$ cat config.mk
export PLATFORM = sky130hd
export DESIGN_NAME = endcap_collision_time_filter
export DESIGN_NICKNAME = d
export VERILOG_FILES = /design/src/design/ectf_pkg.sv /design/src/design/ectf_div.sv /design/src/design/ectf_ctrl.sv /design/src/design/ectf_dp.sv /design/src/design/endcap_collision_time_filter.sv
export SDC_FILE = /design/constraint.sdc
export NUM_CORES = 1
export LEC_CHECK = 0
export BUFFER_PORTS_ARGS = -buffer_cell sky130_fd_sc_hd__buf_2
export CORE_UTILIZATION = 45
export CTS_BUF_LIST = sky130_fd_sc_hd__clkbuf_8 sky130_fd_sc_hd__clkbuf_16
export DETAILED_ROUTE_END_ITERATION = 8
export GPL_TIMING_DRIVEN = 0
export PLACE_DENSITY_LB_ADDON = 0.15
export SLEW_MARGIN = 0
export SYNTH_ARGS = -nofsm -noshare
export SYNTH_HDL_FRONTEND = slang
export SYNTH_SLANG_ARGS = --single-unit
$ cat constraint.sdc
create_clock -name clk_i -period 11.7 [get_ports clk_i]
set_input_delay 2.34 -clock clk_i [delete_from_list [all_inputs] [get_ports clk_i]]
set_output_delay 2.34 -clock clk_i [all_outputs]
set_load 0.05 [all_outputs]
$ cat src/design/ectf_pkg.sv
`default_nettype none

package ectf_pkg;

  // Field widths.
  localparam int unsigned EnergyWidth = 24;
  localparam int unsigned NoiseWidth  = 20;
  localparam int unsigned TimeWidth   = 16;
  localparam int unsigned EtaWidth    = 14;
  localparam int unsigned ProvWidth   = 16;
  localparam int unsigned CountWidth  = 16;
  localparam int unsigned EsumWidth   = 40;
  localparam int unsigned TsumWidth   = 32;
  localparam int unsigned AddrWidth   = 4;
  localparam int unsigned DataWidth   = 32;

  // A side's count stops here; further kept cells on that side are dropped.
  localparam logic [CountWidth-1:0] MaxCells = 16'hFFFF;

  // The mean is found one quotient bit per cycle over the time-sum magnitude.
  localparam int unsigned DivSteps    = TsumWidth;
  localparam int unsigned DivCntWidth = $clog2(DivSteps);

  // |eta| >= 1.5 in 1/1024 units.
  localparam logic signed [EtaWidth-1:0] EtaMinPos = 14'sd1536;
  localparam logic signed [EtaWidth-1:0] EtaMinNeg = -14'sd1536;

  // Energy cuts per region in MeV.
  localparam logic signed [EnergyWidth-1:0] EcutFwd0        = 24'sd1200;
  localparam logic signed [EnergyWidth-1:0] EcutInnerWheel  = 24'sd250;

  // Provenance tests.
  localparam logic [ProvWidth-1:0] ProvMaskIter   = 16'h3DFF;
  localparam logic [ProvWidth-1:0] ProvMaskPlain  = 16'h3CFF;
  localparam logic [ProvWidth-1:0] ProvPatIter    = 16'h21A5;
  localparam logic [ProvWidth-1:0] ProvPatPlain   = 16'h20A5;
  localparam logic [ProvWidth-1:0] ProvAltMask    = 16'h3C00;
  localparam logic [ProvWidth-1:0] ProvAltPattern = 16'h3000;
  localparam logic [ProvWidth-1:0] ProvSimMask    = 16'h2C00;
  localparam logic [ProvWidth-1:0] ProvSimPattern = 16'h2000;

  // Reset values of the configuration registers.
  localparam logic                  IterCheckReset  = 1'b1;
  localparam logic                  SimDataReset    = 1'b0;
  localparam logic [CountWidth-1:0] MinCountReset   = 16'd2;
  localparam logic [TimeWidth-1:0]  TimeWindowReset = 16'd160;

  typedef enum logic [1:0] {
    RegionOther      = 2'd0,
    RegionTile       = 2'd1,
    RegionFwd0       = 2'd2,
    RegionInnerWheel = 2'd3
  } region_e;

  typedef enum logic [1:0] {
    RegIterCheck  = 2'd0,
    RegSimData    = 2'd1,
    RegMinCount   = 2'd2,
    RegTimeWindow = 2'd3
  } reg_idx_e;

  typedef struct packed {
    logic accept;       // a cell transaction completes this cycle
    logic div_start;    // load the divider
    logic div_side_c;   // divider operands come from side C
    logic cap_a;        // capture the side A mean
    logic cap_c;        // capture the side C mean
    logic load_result;  // fill the output register and clear the sums
  } ectf_cmd_t;

  typedef struct packed {
    logic div_busy;
    logic div_done;
  } ectf_sts_t;

endpackage

`default_nettype wire

$ cat src/design/ectf_div.sv
`default_nettype none

module ectf_div (
  input  wire logic                                      clk_i,
  input  wire logic                                      rst_ni,
  input  wire logic                                      start_i,
  input  wire logic signed [ectf_pkg::TsumWidth-1:0]     dividend_i,
  input  wire logic        [ectf_pkg::CountWidth-1:0]    divisor_i,
  output logic                                           busy_o,
  output logic                                           done_o,
  output logic signed [ectf_pkg::TimeWidth-1:0]          quotient_o
);

  logic                                  busy_q, busy_d;
  logic                                  done_q, done_d;
  logic [ectf_pkg::DivCntWidth-1:0]      cnt_q, cnt_d;
  logic                                  neg_q, neg_d;
  logic [ectf_pkg::CountWidth-1:0]       dvr_q, dvr_d;
  logic [ectf_pkg::CountWidth-1:0]       rem_q, rem_d;
  logic [ectf_pkg::TsumWidth-1:0]        quo_q, quo_d;
  logic [ectf_pkg::CountWidth:0]         shifted;
  logic [ectf_pkg::CountWidth:0]         trial;
  logic                                  fits;
  logic [ectf_pkg::TsumWidth-1:0]        quo_signed;

  assign shifted = {rem_q, quo_q[ectf_pkg::TsumWidth-1]};
  assign trial   = shifted - {1'b0, dvr_q};
  assign fits    = (shifted >= {1'b0, dvr_q});

  always_comb begin
    busy_d = busy_q;
    done_d = 1'b0;
    cnt_d  = cnt_q;
    neg_d  = neg_q;
    dvr_d  = dvr_q;
    rem_d  = rem_q;
    quo_d  = quo_q;
    if (start_i) begin
      busy_d = 1'b1;
      cnt_d  = '0;
      neg_d  = dividend_i[ectf_pkg::TsumWidth-1];
      dvr_d  = divisor_i;
      rem_d  = '0;
      quo_d  = dividend_i[ectf_pkg::TsumWidth-1] ? (~dividend_i + 1'b1) : dividend_i;
    end else if (busy_q) begin
      rem_d = fits ? trial[ectf_pkg::CountWidth-1:0] : shifted[ectf_pkg::CountWidth-1:0];
      quo_d = {quo_q[ectf_pkg::TsumWidth-2:0], fits};
      cnt_d = cnt_q + 1'b1;
      if (cnt_q == ectf_pkg::DivCntWidth'(ectf_pkg::DivSteps - 1)) begin
        busy_d = 1'b0;
        done_d = 1'b1;
      end
    end
  end

  always_ff @(posedge clk_i or negedge rst_ni) begin
    if (!rst_ni) begin
      busy_q <= 1'b0;
      done_q <= 1'b0;
      cnt_q  <= '0;
    end else begin
      busy_q <= busy_d;
      done_q <= done_d;
      cnt_q  <= cnt_d;
    end
  end

  always_ff @(posedge clk_i) begin
    neg_q <= neg_d;
    dvr_q <= dvr_d;
    rem_q <= rem_d;
    quo_q <= quo_d;
  end

  // The quotient magnitude never exceeds 32768, so the low bits carry the mean.
  assign quo_signed = neg_q ? (~quo_q + 1'b1) : quo_q;
  assign quotient_o = quo_signed[ectf_pkg::TimeWidth-1:0];
  assign busy_o     = busy_q;
  assign done_o     = done_q;

  a_done_idle: assert property (@(posedge clk_i) disable iff (!rst_ni)
    done_q |-> !busy_q)
    else $error("divider reports done while still iterating");

  a_done_after_busy: assert property (@(posedge clk_i) disable iff (!rst_ni)
    done_q |-> $past(busy_q))
    else $error("divider done without a preceding iteration");

endmodule

`default_nettype wire

$ cat src/design/ectf_ctrl.sv
`default_nettype none

module ectf_ctrl (
  input  wire logic              clk_i,
  input  wire logic              rst_ni,
  input  wire logic              in_valid_i,
  input  wire logic              last_cell_i,
  output logic                   in_ready_o,
  input  wire logic              out_ready_i,
  output logic                   out_valid_o,
  input  wire ectf_pkg::ectf_sts_t sts_i,
  output ectf_pkg::ectf_cmd_t    cmd_o
);

  typedef enum logic [5:0] {
    S_IDLE    = 6'b000001,
    S_START_A = 6'b000010,
    S_WAIT_A  = 6'b000100,
    S_START_C = 6'b001000,
    S_WAIT_C  = 6'b010000,
    S_LOAD    = 6'b100000
  } ectf_state_e;

  ectf_state_e state_q, state_d;
  logic        out_valid_q, out_valid_d;
  logic        accept;
  logic        out_free;

  assign in_ready_o = (state_q == S_IDLE);
  assign accept     = in_valid_i & in_ready_o;
  assign out_free   = !out_valid_q || out_ready_i;

  always_comb begin
    state_d = state_q;
    cmd_o   = '0;
    cmd_o.accept = accept;
    case (state_q)
      S_IDLE: begin
        if (accept && last_cell_i) begin
          state_d = S_START_A;
        end
      end
      S_START_A: begin
        cmd_o.div_start = 1'b1;
        state_d = S_WAIT_A;
      end
      S_WAIT_A: begin
        if (sts_i.div_done) begin
          cmd_o.cap_a = 1'b1;
          state_d = S_START_C;
        end
      end
      S_START_C: begin
        cmd_o.div_start  = 1'b1;
        cmd_o.div_side_c = 1'b1;
        state_d = S_WAIT_C;
      end
      S_WAIT_C: begin
        if (sts_i.div_done) begin
          cmd_o.cap_c = 1'b1;
          state_d = S_LOAD;
        end
      end
      S_LOAD: begin
        if (out_free) begin
          cmd_o.load_result = 1'b1;
          state_d = S_IDLE;
        end
      end
      default: begin
        state_d = S_IDLE;
      end
    endcase
  end

  always_comb begin
    out_valid_d = out_valid_q;
    if (cmd_o.load_result) begin
      out_valid_d = 1'b1;
    end else if (out_ready_i) begin
      out_valid_d = 1'b0;
    end
  end

  always_ff @(posedge clk_i or negedge rst_ni) begin
    if (!rst_ni) begin
      state_q     <= S_IDLE;
      out_valid_q <= 1'b0;
    end else begin
      state_q     <= state_d;
      out_valid_q <= out_valid_d;
    end
  end

  assign out_valid_o = out_valid_q;

  a_start_when_free: assert property (@(posedge clk_i) disable iff (!rst_ni)
    cmd_o.div_start |-> !sts_i.div_busy)
    else $error("divider started while busy");

  a_done_in_wait: assert property (@(posedge clk_i) disable iff (!rst_ni)
    sts_i.div_done |-> (state_q == S_WAIT_A || state_q == S_WAIT_C))
    else $error("divider finished outside a wait state");

  a_load_sets_valid: assert property (@(posedge clk_i) disable iff (!rst_ni)
    cmd_o.load_result |=> out_valid_q && state_q == S_IDLE)
    else $error("result load did not raise the output valid");

endmodule

`default_nettype wire

$ cat src/design/ectf_dp.sv
`default_nettype none

module ectf_dp (
  input  wire logic                                       clk_i,
  input  wire logic                                       rst_ni,
  input  wire ectf_pkg::ectf_cmd_t                        cmd_i,
  output ectf_pkg::ectf_sts_t                             sts_o,
  input  wire logic                                       iter_check_i,
  input  wire logic                                       sim_data_i,
  input  wire logic        [ectf_pkg::CountWidth-1:0]     min_count_i,
  input  wire logic        [ectf_pkg::TimeWidth-1:0]      time_window_i,
  input  wire logic signed [ectf_pkg::EnergyWidth-1:0]    cell_energy_i,
  input  wire logic        [ectf_pkg::NoiseWidth-1:0]     cell_noise_i,
  input  wire logic signed [ectf_pkg::TimeWidth-1:0]      cell_time_i,
  input  wire logic signed [ectf_pkg::EtaWidth-1:0]       cell_eta_i,
  input  wire logic        [ectf_pkg::ProvWidth-1:0]      provenance_word_i,
  input  wire logic        [1:0]                          cell_region_i,
  output logic                                            event_passed_o,
  output logic        [ectf_pkg::CountWidth-1:0]          count_side_a_o,
  output logic        [ectf_pkg::CountWidth-1:0]          count_side_c_o,
  output logic signed [ectf_pkg::EsumWidth-1:0]           energy_side_a_o,
  output logic signed [ectf_pkg::EsumWidth-1:0]           energy_side_c_o,
  output logic signed [ectf_pkg::TimeWidth-1:0]           mean_time_a_o,
  output logic signed [ectf_pkg::TimeWidth-1:0]           mean_time_c_o
);

  // Cell selection.
  logic                                   is_tile;
  logic                                   eta_ok;
  logic [ectf_pkg::ProvWidth-1:0]         data_mask;
  logic [ectf_pkg::ProvWidth-1:0]         data_pat;
  logic                                   prov_ok;
  logic [ectf_pkg::NoiseWidth+2:0]        noise5;
  logic signed [ectf_pkg::EnergyWidth:0]  energy_ext;
  logic signed [ectf_pkg::EnergyWidth:0]  noise5_ext;
  logic                                   sig_ok;
  logic                                   cut_ok;
  logic                                   keep;
  logic                                   side_a;
  logic                                   add_a;
  logic                                   add_c;

  assign is_tile = (cell_region_i == ectf_pkg::RegionTile);
  assign eta_ok  = (cell_eta_i >= ectf_pkg::EtaMinPos) || (cell_eta_i <= ectf_pkg::EtaMinNeg);

  assign data_mask = iter_check_i ? ectf_pkg::ProvMaskIter : ectf_pkg::ProvMaskPlain;
  assign data_pat  = iter_check_i ? ectf_pkg::ProvPatIter : ectf_pkg::ProvPatPlain;
  assign prov_ok   = sim_data_i
                   ? ((provenance_word_i & ectf_pkg::ProvSimMask) == ectf_pkg::ProvSimPattern)
                   : (((provenance_word_i & data_mask) == data_pat) ||
                      ((provenance_word_i & ectf_pkg::ProvAltMask) == ectf_pkg::ProvAltPattern));

  // Five times the noise as a shift and an add.
  assign noise5     = {1'b0, cell_noise_i, 2'b00} + {3'b000, cell_noise_i};
  assign energy_ext = {cell_energy_i[ectf_pkg::EnergyWidth-1], cell_energy_i};
  assign noise5_ext = {2'b00, noise5};
  assign sig_ok     = (cell_noise_i == '0) || (energy_ext >= noise5_ext);

  always_comb begin
    cut_ok = 1'b0;
    if (cell_region_i == ectf_pkg::RegionFwd0) begin
      cut_ok = (cell_energy_i >= ectf_pkg::EcutFwd0);
    end else if (cell_region_i == ectf_pkg::RegionInnerWheel) begin
      cut_ok = (cell_energy_i >= ectf_pkg::EcutInnerWheel);
    end
  end

  assign keep   = !is_tile && eta_ok && prov_ok && sig_ok && cut_ok;
  assign side_a = (cell_eta_i > $signed({ectf_pkg::EtaWidth{1'b0}}));

  // Accumulators.
  logic        [ectf_pkg::CountWidth-1:0] kept_a_q, kept_a_d, kept_c_q, kept_c_d;
  logic signed [ectf_pkg::EsumWidth-1:0]  esum_a_q, esum_a_d, esum_c_q, esum_c_d;
  logic signed [ectf_pkg::TsumWidth-1:0]  tsum_a_q, tsum_a_d, tsum_c_q, tsum_c_d;
  logic signed [ectf_pkg::EsumWidth-1:0]  energy_wide;
  logic signed [ectf_pkg::TsumWidth-1:0]  time_wide;

  assign energy_wide = {{(ectf_pkg::EsumWidth-ectf_pkg::EnergyWidth){cell_energy_i[ectf_pkg::EnergyWidth-1]}},
                        cell_energy_i};
  assign time_wide   = {{(ectf_pkg::TsumWidth-ectf_pkg::TimeWidth){cell_time_i[ectf_pkg::TimeWidth-1]}},
                        cell_time_i};

  assign add_a = cmd_i.accept && keep && side_a && (kept_a_q != ectf_pkg::MaxCells);
  assign add_c = cmd_i.accept && keep && !side_a && (kept_c_q != ectf_pkg::MaxCells);

  always_comb begin
    kept_a_d = kept_a_q;
    kept_c_d = kept_c_q;
    esum_a_d = esum_a_q;
    esum_c_d = esum_c_q;
    tsum_a_d = tsum_a_q;
    tsum_c_d = tsum_c_q;
    if (cmd_i.load_result) begin
      kept_a_d = '0;
      kept_c_d = '0;
      esum_a_d = '0;
      esum_c_d = '0;
      tsum_a_d = '0;
      tsum_c_d = '0;
    end else begin
      if (add_a) begin
        kept_a_d = kept_a_q + 1'b1;
        esum_a_d = esum_a_q + energy_wide;
        tsum_a_d = tsum_a_q + time_wide;
      end
      if (add_c) begin
        kept_c_d = kept_c_q + 1'b1;
        esum_c_d = esum_c_q + energy_wide;
        tsum_c_d = tsum_c_q + time_wide;
      end
    end
  end

  always_ff @(posedge clk_i or negedge rst_ni) begin
    if (!rst_ni) begin
      kept_a_q <= '0;
      kept_c_q <= '0;
      esum_a_q <= '0;
      esum_c_q <= '0;
      tsum_a_q <= '0;
      tsum_c_q <= '0;
    end else begin
      kept_a_q <= kept_a_d;
      kept_c_q <= kept_c_d;
      esum_a_q <= esum_a_d;
      esum_c_q <= esum_c_d;
      tsum_a_q <= tsum_a_d;
      tsum_c_q <= tsum_c_d;
    end
  end

  // Shared divider for the two side means.
  logic signed [ectf_pkg::TimeWidth-1:0] quotient;
  logic                                  div_busy;
  logic                                  div_done;

  ectf_div u_div (
    .clk_i      (clk_i),
    .rst_ni     (rst_ni),
    .start_i    (cmd_i.div_start),
    .dividend_i (cmd_i.div_side_c ? tsum_c_q : tsum_a_q),
    .divisor_i  (cmd_i.div_side_c ? kept_c_q : kept_a_q),
    .busy_o     (div_busy),
    .done_o     (div_done),
    .quotient_o (quotient)
  );

  assign sts_o.div_busy = div_busy;
  assign sts_o.div_done = div_done;

  logic signed [ectf_pkg::TimeWidth-1:0] mean_a_q, mean_c_q;

  // An empty side has a mean of zero.
  always_ff @(posedge clk_i) begin
    if (cmd_i.cap_a) begin
      mean_a_q <= (kept_a_q == '0) ? '0 : quotient;
    end
    if (cmd_i.cap_c) begin
      mean_c_q <= (kept_c_q == '0) ? '0 : quotient;
    end
  end

  // Event decision.
  logic signed [ectf_pkg::TimeWidth:0] mean_diff;
  logic        [ectf_pkg::TimeWidth:0] mean_dist;
  logic                                passed;

  assign mean_diff = {mean_a_q[ectf_pkg::TimeWidth-1], mean_a_q}
                   - {mean_c_q[ectf_pkg::TimeWidth-1], mean_c_q};
  assign mean_dist = mean_diff[ectf_pkg::TimeWidth] ? (~mean_diff + 1'b1) : mean_diff;
  assign passed    = (kept_a_q > min_count_i) && (kept_c_q > min_count_i) &&
                     (mean_dist < {1'b0, time_window_i});

  // Output register.
  logic                                   passed_q;
  logic        [ectf_pkg::CountWidth-1:0] res_kept_a_q, res_kept_c_q;
  logic signed [ectf_pkg::EsumWidth-1:0]  res_esum_a_q, res_esum_c_q;
  logic signed [ectf_pkg::TimeWidth-1:0]  res_mean_a_q, res_mean_c_q;

  always_ff @(posedge clk_i) begin
    if (cmd_i.load_result) begin
      passed_q     <= passed;
      res_kept_a_q <= kept_a_q;
      res_kept_c_q <= kept_c_q;
      res_esum_a_q <= esum_a_q;
      res_esum_c_q <= esum_c_q;
      res_mean_a_q <= mean_a_q;
      res_mean_c_q <= mean_c_q;
    end
  end

  assign event_passed_o  = passed_q;
  assign count_side_a_o  = res_kept_a_q;
  assign count_side_c_o  = res_kept_c_q;
  assign energy_side_a_o = res_esum_a_q;
  assign energy_side_c_o = res_esum_c_q;
  assign mean_time_a_o   = res_mean_a_q;
  assign mean_time_c_o   = res_mean_c_q;

  a_no_add_during_load: assert property (@(posedge clk_i) disable iff (!rst_ni)
    cmd_i.load_result |-> !cmd_i.accept)
    else $error("cell accepted while the result is being loaded");

  a_clear_after_load: assert property (@(posedge clk_i) disable iff (!rst_ni)
    cmd_i.load_result |=> kept_a_q == '0 && kept_c_q == '0)
    else $error("counts not cleared after the result load");

endmodule

`default_nettype wire

$ cat src/design/endcap_collision_time_filter.sv
`default_nettype none

// Endcap collision time filter. Cells enter one transaction at a time on the
// in channel; a cell is kept when it is not a tile cell, its |eta| is at
// least 1.5, its provenance word passes the data or simulation test, its
// energy is at least five times a positive noise, and its region energy cut
// is met (1200 MeV forward layer 0, 250 MeV endcap inner wheel). Kept cells
// add to a per-side count, energy sum and time sum, with side A for positive
// eta and side C otherwise; a side that reaches 65535 cells ignores further
// cells. Ordinary cells are taken at one per cycle. The cell marked last
// ends the event: the block then stops taking cells while one shared
// restoring divider finds each side mean in turn, one quotient bit per
// cycle, before the result transaction is placed in the output register
// and the sums are cleared. That pause grows by as long as
// the previous result still waits on the out channel. Cells of the next
// event are taken while a result waits on the out channel. The four
// configuration registers sit on the APB port at byte addresses 0, 4, 8 and
// 12 and should be written only while no event is in flight.

module endcap_collision_time_filter (
  input  wire logic                                     clk_i,
  input  wire logic                                     rst_ni,
  // Configuration port.
  input  wire logic                                     psel,
  input  wire logic                                     penable,
  input  wire logic                                     pwrite,
  input  wire logic        [ectf_pkg::AddrWidth-1:0]    paddr,
  input  wire logic        [ectf_pkg::DataWidth-1:0]    pwdata,
  output logic             [ectf_pkg::DataWidth-1:0]    prdata,
  output logic                                          pready,
  // Cell channel.
  input  wire logic                                     in_valid_i,
  output logic                                          in_ready_o,
  input  wire logic signed [ectf_pkg::EnergyWidth-1:0]  cell_energy_i,
  input  wire logic        [ectf_pkg::NoiseWidth-1:0]   cell_noise_i,
  input  wire logic signed [ectf_pkg::TimeWidth-1:0]    cell_time_i,
  input  wire logic signed [ectf_pkg::EtaWidth-1:0]     cell_eta_i,
  input  wire logic        [ectf_pkg::ProvWidth-1:0]    provenance_word_i,
  input  wire logic        [1:0]                        cell_region_i,
  input  wire logic                                     last_cell_i,
  // Event result channel.
  output logic                                          out_valid_o,
  input  wire logic                                     out_ready_i,
  output logic                                          event_passed_o,
  output logic             [ectf_pkg::CountWidth-1:0]   count_side_a_o,
  output logic             [ectf_pkg::CountWidth-1:0]   count_side_c_o,
  output logic signed      [ectf_pkg::EsumWidth-1:0]    energy_side_a_o,
  output logic signed      [ectf_pkg::EsumWidth-1:0]    energy_side_c_o,
  output logic signed      [ectf_pkg::TimeWidth-1:0]    mean_time_a_o,
  output logic signed      [ectf_pkg::TimeWidth-1:0]    mean_time_c_o
);

  // The configuration registers. A write lands in the access phase; the
  // port never inserts wait states.
  logic                              iter_check_q;
  logic                              sim_data_q;
  logic [ectf_pkg::CountWidth-1:0]   min_count_q;
  logic [ectf_pkg::TimeWidth-1:0]    time_window_q;
  logic                              cfg_write;
  logic [1:0]                        reg_idx;

  assign pready    = 1'b1;
  assign cfg_write = psel && penable && pwrite && pready;
  assign reg_idx   = paddr[ectf_pkg::AddrWidth-1:2];

  always_ff @(posedge clk_i or negedge rst_ni) begin
    if (!rst_ni) begin
      iter_check_q  <= ectf_pkg::IterCheckReset;
      sim_data_q    <= ectf_pkg::SimDataReset;
      min_count_q   <= ectf_pkg::MinCountReset;
      time_window_q <= ectf_pkg::TimeWindowReset;
    end else if (cfg_write) begin
      case (reg_idx)
        ectf_pkg::RegIterCheck:  iter_check_q  <= pwdata[0];
        ectf_pkg::RegSimData:    sim_data_q    <= pwdata[0];
        ectf_pkg::RegMinCount:   min_count_q   <= pwdata[ectf_pkg::CountWidth-1:0];
        ectf_pkg::RegTimeWindow: time_window_q <= pwdata[ectf_pkg::TimeWidth-1:0];
        default: begin
        end
      endcase
    end
  end

  // Read data is zero-extended into the 32-bit bus.
  always_comb begin
    case (reg_idx)
      ectf_pkg::RegIterCheck:  prdata = {{(ectf_pkg::DataWidth-1){1'b0}}, iter_check_q};
      ectf_pkg::RegSimData:    prdata = {{(ectf_pkg::DataWidth-1){1'b0}}, sim_data_q};
      ectf_pkg::RegMinCount:
        prdata = {{(ectf_pkg::DataWidth-ectf_pkg::CountWidth){1'b0}}, min_count_q};
      ectf_pkg::RegTimeWindow:
        prdata = {{(ectf_pkg::DataWidth-ectf_pkg::TimeWidth){1'b0}}, time_window_q};
      default: prdata = '0;
    endcase
  end

  // The controller sequences the event end; the datapath filters cells,
  // accumulates the side sums and holds the result transaction.
  ectf_pkg::ectf_cmd_t cmd;
  ectf_pkg::ectf_sts_t sts;

  ectf_ctrl u_ctrl (
    .clk_i       (clk_i),
    .rst_ni      (rst_ni),
    .in_valid_i  (in_valid_i),
    .last_cell_i (last_cell_i),
    .in_ready_o  (in_ready_o),
    .out_ready_i (out_ready_i),
    .out_valid_o (out_valid_o),
    .sts_i       (sts),
    .cmd_o       (cmd)
  );

  ectf_dp u_dp (
    .clk_i             (clk_i),
    .rst_ni            (rst_ni),
    .cmd_i             (cmd),
    .sts_o             (sts),
    .iter_check_i      (iter_check_q),
    .sim_data_i        (sim_data_q),
    .min_count_i       (min_count_q),
    .time_window_i     (time_window_q),
    .cell_energy_i     (cell_energy_i),
    .cell_noise_i      (cell_noise_i),
    .cell_time_i       (cell_time_i),
    .cell_eta_i        (cell_eta_i),
    .provenance_word_i (provenance_word_i),
    .cell_region_i     (cell_region_i),
    .event_passed_o    (event_passed_o),
    .count_side_a_o    (count_side_a_o),
    .count_side_c_o    (count_side_c_o),
    .energy_side_a_o   (energy_side_a_o),
    .energy_side_c_o   (energy_side_c_o),
    .mean_time_a_o     (mean_time_a_o),
    .mean_time_c_o     (mean_time_c_o)
  );

endmodule

`default_nettype wire
==> reports/summary.txt <==
Cts-stage hold buffer count -> 0
Cell Count, Final, Fillers Out -> 4367
Post-synthesis cell area -> 30170 um^2
Outcome -> complete, but fails checks
Internal cell power -> 2.992 mW
# setup viols final -> 0
Slew HR -> 0.1546
Clock root cell -> clkbuf_16
Final worst slack -> 2.758 ns
RSZ-0062 raised after global routing -> no
Number of routed nets with antenna violations -> 0
Setup TNS -> 0 ns
Synth Warn # -> 0
Initial antenna violation count -> 10
Sw Ratio -> 0.2486
Hpwl dp -> 68480 um
MaxCap Viol Count -> 0
NetSw -> 990.2 uW
Startpoint types -> input port
Initial DRC count -> 1651
Maximum clock frequency -> 0.1118 GHz
Die Height -> 260.9 um
Clk buf depth -> 3
Nets -> 3867
Worst hold-check path type -> flop to flop
DR DRC count -> 42
Post-synthesis register bit count -> 466
Initial Utilization -> 0.4564
Num CTS Buffers -> 55
Avg WL per Cell -> 20.37 um
Worst Skew -> 0.02387 ns
Async set or reset register ratio after synthesis -> 0.4807
Crit share post-route -> 0.7643
Sink Count -> 466
Cells after Synth -> 3099
# port buffers -> 277
GR Overflow Total -> 0
Detailed-router iteration count before antenna repair -> 8
Cell area power density -> 114.5 nW/um^2
Comb power frac -> 0.103
WHS Path Cells -> 0
H-Tree Depth -> 2
Worst Reg-to-Reg Cells -> 25
Cell total after placement -> 4262
CP Capture Type -> flop
Synth Flop Type -> edfxtp_1
Failing checks -> DRC
Post-cts sizing count -> 0
CP max stage cell -> a211oi_1
Clk_lat worst skew -> 0.62 ns
Max Slew Vio Count -> 0
WP data required -> 12.18 ns
Number of synthesized flops with an enable pin -> 226
Worst slack at placement -> 2.260 ns
Post-CTS Setup Inserts -> 0
Endpoints failing hold -> 0
Vias -> 25.11k
I/O pin total -> 316
Area Growth Syn to Fin -> 15.30%
Vias in the first global route -> 24.99k
Seq pwr share -> 0.442
GPL Wtd Cong -> 0.9070
Syn Area/Cell -> 9.735 um^2
Die area -> 68080 um^2
# rows -> 94
Largest net degree at the start of global routing -> 90
Register area share after synthesis -> 0.4216
Leak Pwr -> 16.08 nW
All-Layer GR Usage -> 0.2607
Proportion of layout cells with a drive suffix above 1 -> 0.1396
Core area -> 66100 um^2
Die Wd -> 260.9 um
Clock Pin Slew Worst Setup and Hold Paths -> 0.06 ns
Count of unique library cells instantiated by Yosys -> 92
First-pass GRT wire length -> 139200 um
Clk network pwr share -> 0.454
Worst hold slack -> 0.4583 ns
Largest stage delay, worst path -> 0.84 ns
Arrival time of the worst setup path -> 9.43 ns
Crit-path max FO -> 10
CTS tree -> done
Post-Route WL -> 88960 um
Utilization after layout -> 0.5263
Drt via density -> 5.750
VDD IR-drop max -> 116.4 uV
Worst-Margin Slew -> 1.264 ns
Tmin final -> 8.942 ns
Crit path kind -> input port to flop
## final timing paths
| path | slack [ns] | to | from |
|---|---|---|---|
| min in group asynchronous | 1.63 | time_window_q[6]$_DFFE_PN0P_ | rst_ni |
| min | 0.46 | u_dp.mean_time_c_o[12]$_DFFE_PP_ | u_dp.mean_c_q[12]$_SDFFCE_PN0P_ |
| max | 2.76 | u_dp.kept_c_q[12]$_DFFE_PN0P_ | cell_noise_i[0] |
| min reg2reg | 0.46 | u_dp.mean_time_c_o[12]$_DFFE_PP_ | u_dp.mean_c_q[12]$_SDFFCE_PN0P_ |
| max in group asynchronous | 8.75 | u_dp.esum_c_q[33]$_DFFE_PN0P_ | rst_ni |
| max reg2reg | 5.86 | u_dp.event_passed_o$_DFFE_PP_ | u_dp.mean_a_q[0]$_SDFFCE_PN0P_ |
## cell type report
cell class | count | area (um^2)
clock buffer | 65 | 1548
timing repair buffer | 284 | 1533
clock inverter | 39 | 380.4
buffer | 116 | 529.3
sequential | 466 | 12720
antenna | 1 | 2.502
tap | 864 | 1081
inverter | 144 | 540.5
multi-input combinational | 2388 | 16450
fill | 6003 | 31310
## worst max-delay path: cells and delay by family
| kind | cells | cell delay (ns) |
|---|---|---|
| AOI/OAI and AO/OA | 16 | 3.93 |
| xor gates and xnor gates | 1 | 0.13 |
| adders and majority gates | 3 | 0.59 |
| buffers and inverters | 5 | 1.56 |
| and+or+nand+nor | 3 | 0.87 |
## state kept, by name (all words and copies together), names as in the netlist, 5 cells and up
register / flops
u_dp.u_div.cnt_q: 5
u_dp.u_div.rem_q: 16
u_dp.energy_side_c_o: 40
u_dp.count_side_a_o: 16
u_dp.mean_time_a_o: 16
u_dp.energy_side_a_o: 40
u_dp.kept_a_q: 16
u_dp.mean_c_q: 16
u_dp.esum_c_q: 40
u_dp.kept_c_q: 16
u_dp.count_side_c_o: 16
u_dp.u_div.dvr_q: 16
u_dp.mean_a_q: 16
u_dp.esum_a_q: 40
u_dp.tsum_a_q: 32
u_ctrl.state_q: 6
min_count_q: 16
time_window_q: 16
u_dp.u_div.quo_q: 32
u_dp.tsum_c_q: 32
u_dp.mean_time_c_o: 16
## metal layers
| metal | GRT usage | wire, um |
|---|---|---|
| met5 | 0 | 101 |
| met4 | 0.07602 | 2207 |
| met3 | 0.03671 | 4699 |
| met2 | 0.4446 | 42540 |
| met1 | 0.3435 | 39410 |
## cell usage after synthesis, drive strengths merged (71+ instances only)
cell	number	area [um^2]
a21o	93	698.2
a21oi	191	959.7
dfrtp	219	5480
edfxtp	226	6787
ha	269	3366
inv	144	540.5
nand2	223	839.6
nand3	186	930.9
nor2	183	686.9
nor3	71	365.3
o21ai	304	1529
xnor2	132	1156
xor2	120	1051
## placed cells by master (no fill, tap or decap), types with 153 or more instances in the layout
cell type,n
buf_2,296
ha_1,269
o21ai_0,229
edfxtp_1,226
nand2_1,222
dfrtp_1,219
a21oi_1,190
nand3_1,186
nor2_1,183
inv_1,153
## kinds of logic (layout without fill, tap and decap cells)
family / after synthesis / after routing / synth area share
AO/OA/AOI/OAI: 829 / 829 / 0.1713
XOR/XNOR: 252 / 252 / 0.07316
adder cells (fa/ha/maj): 276 / 276 / 0.1162
buffers and inverters: 260 / 648 / 0.03529
flip-flops: 466 / 466 / 0.4216
multiplexers: 78 / 78 / 0.02779
other: 2 / 18 / 0.0002489
AND/OR/NAND/NOR: 936 / 936 / 0.1544
## power by group through the flow
stage	combinational [mW]	sequential (mW)	clock, mW
floorplan	0.280	1.78	0
CTS	0.414	1.76	1.85
global route	0.459	1.76	1.91
global placement	0.397	1.79	0
finish	0.412	1.76	1.81
detailed placement	0.412	1.79	0
## metrics by stage
step | area, um^2 | power (mW)
2_1_floorplan | 30230 | 2.063
3_3_place_gp | 32690 | 2.187
3_5_place_dp | 32850 | 2.204
4_1_cts | 34780 | 4.023
5_1_grt | 34780 | 4.133
6_report | 34790 | 3.982
Note: power is estimated with default switching activity, not from simulation.
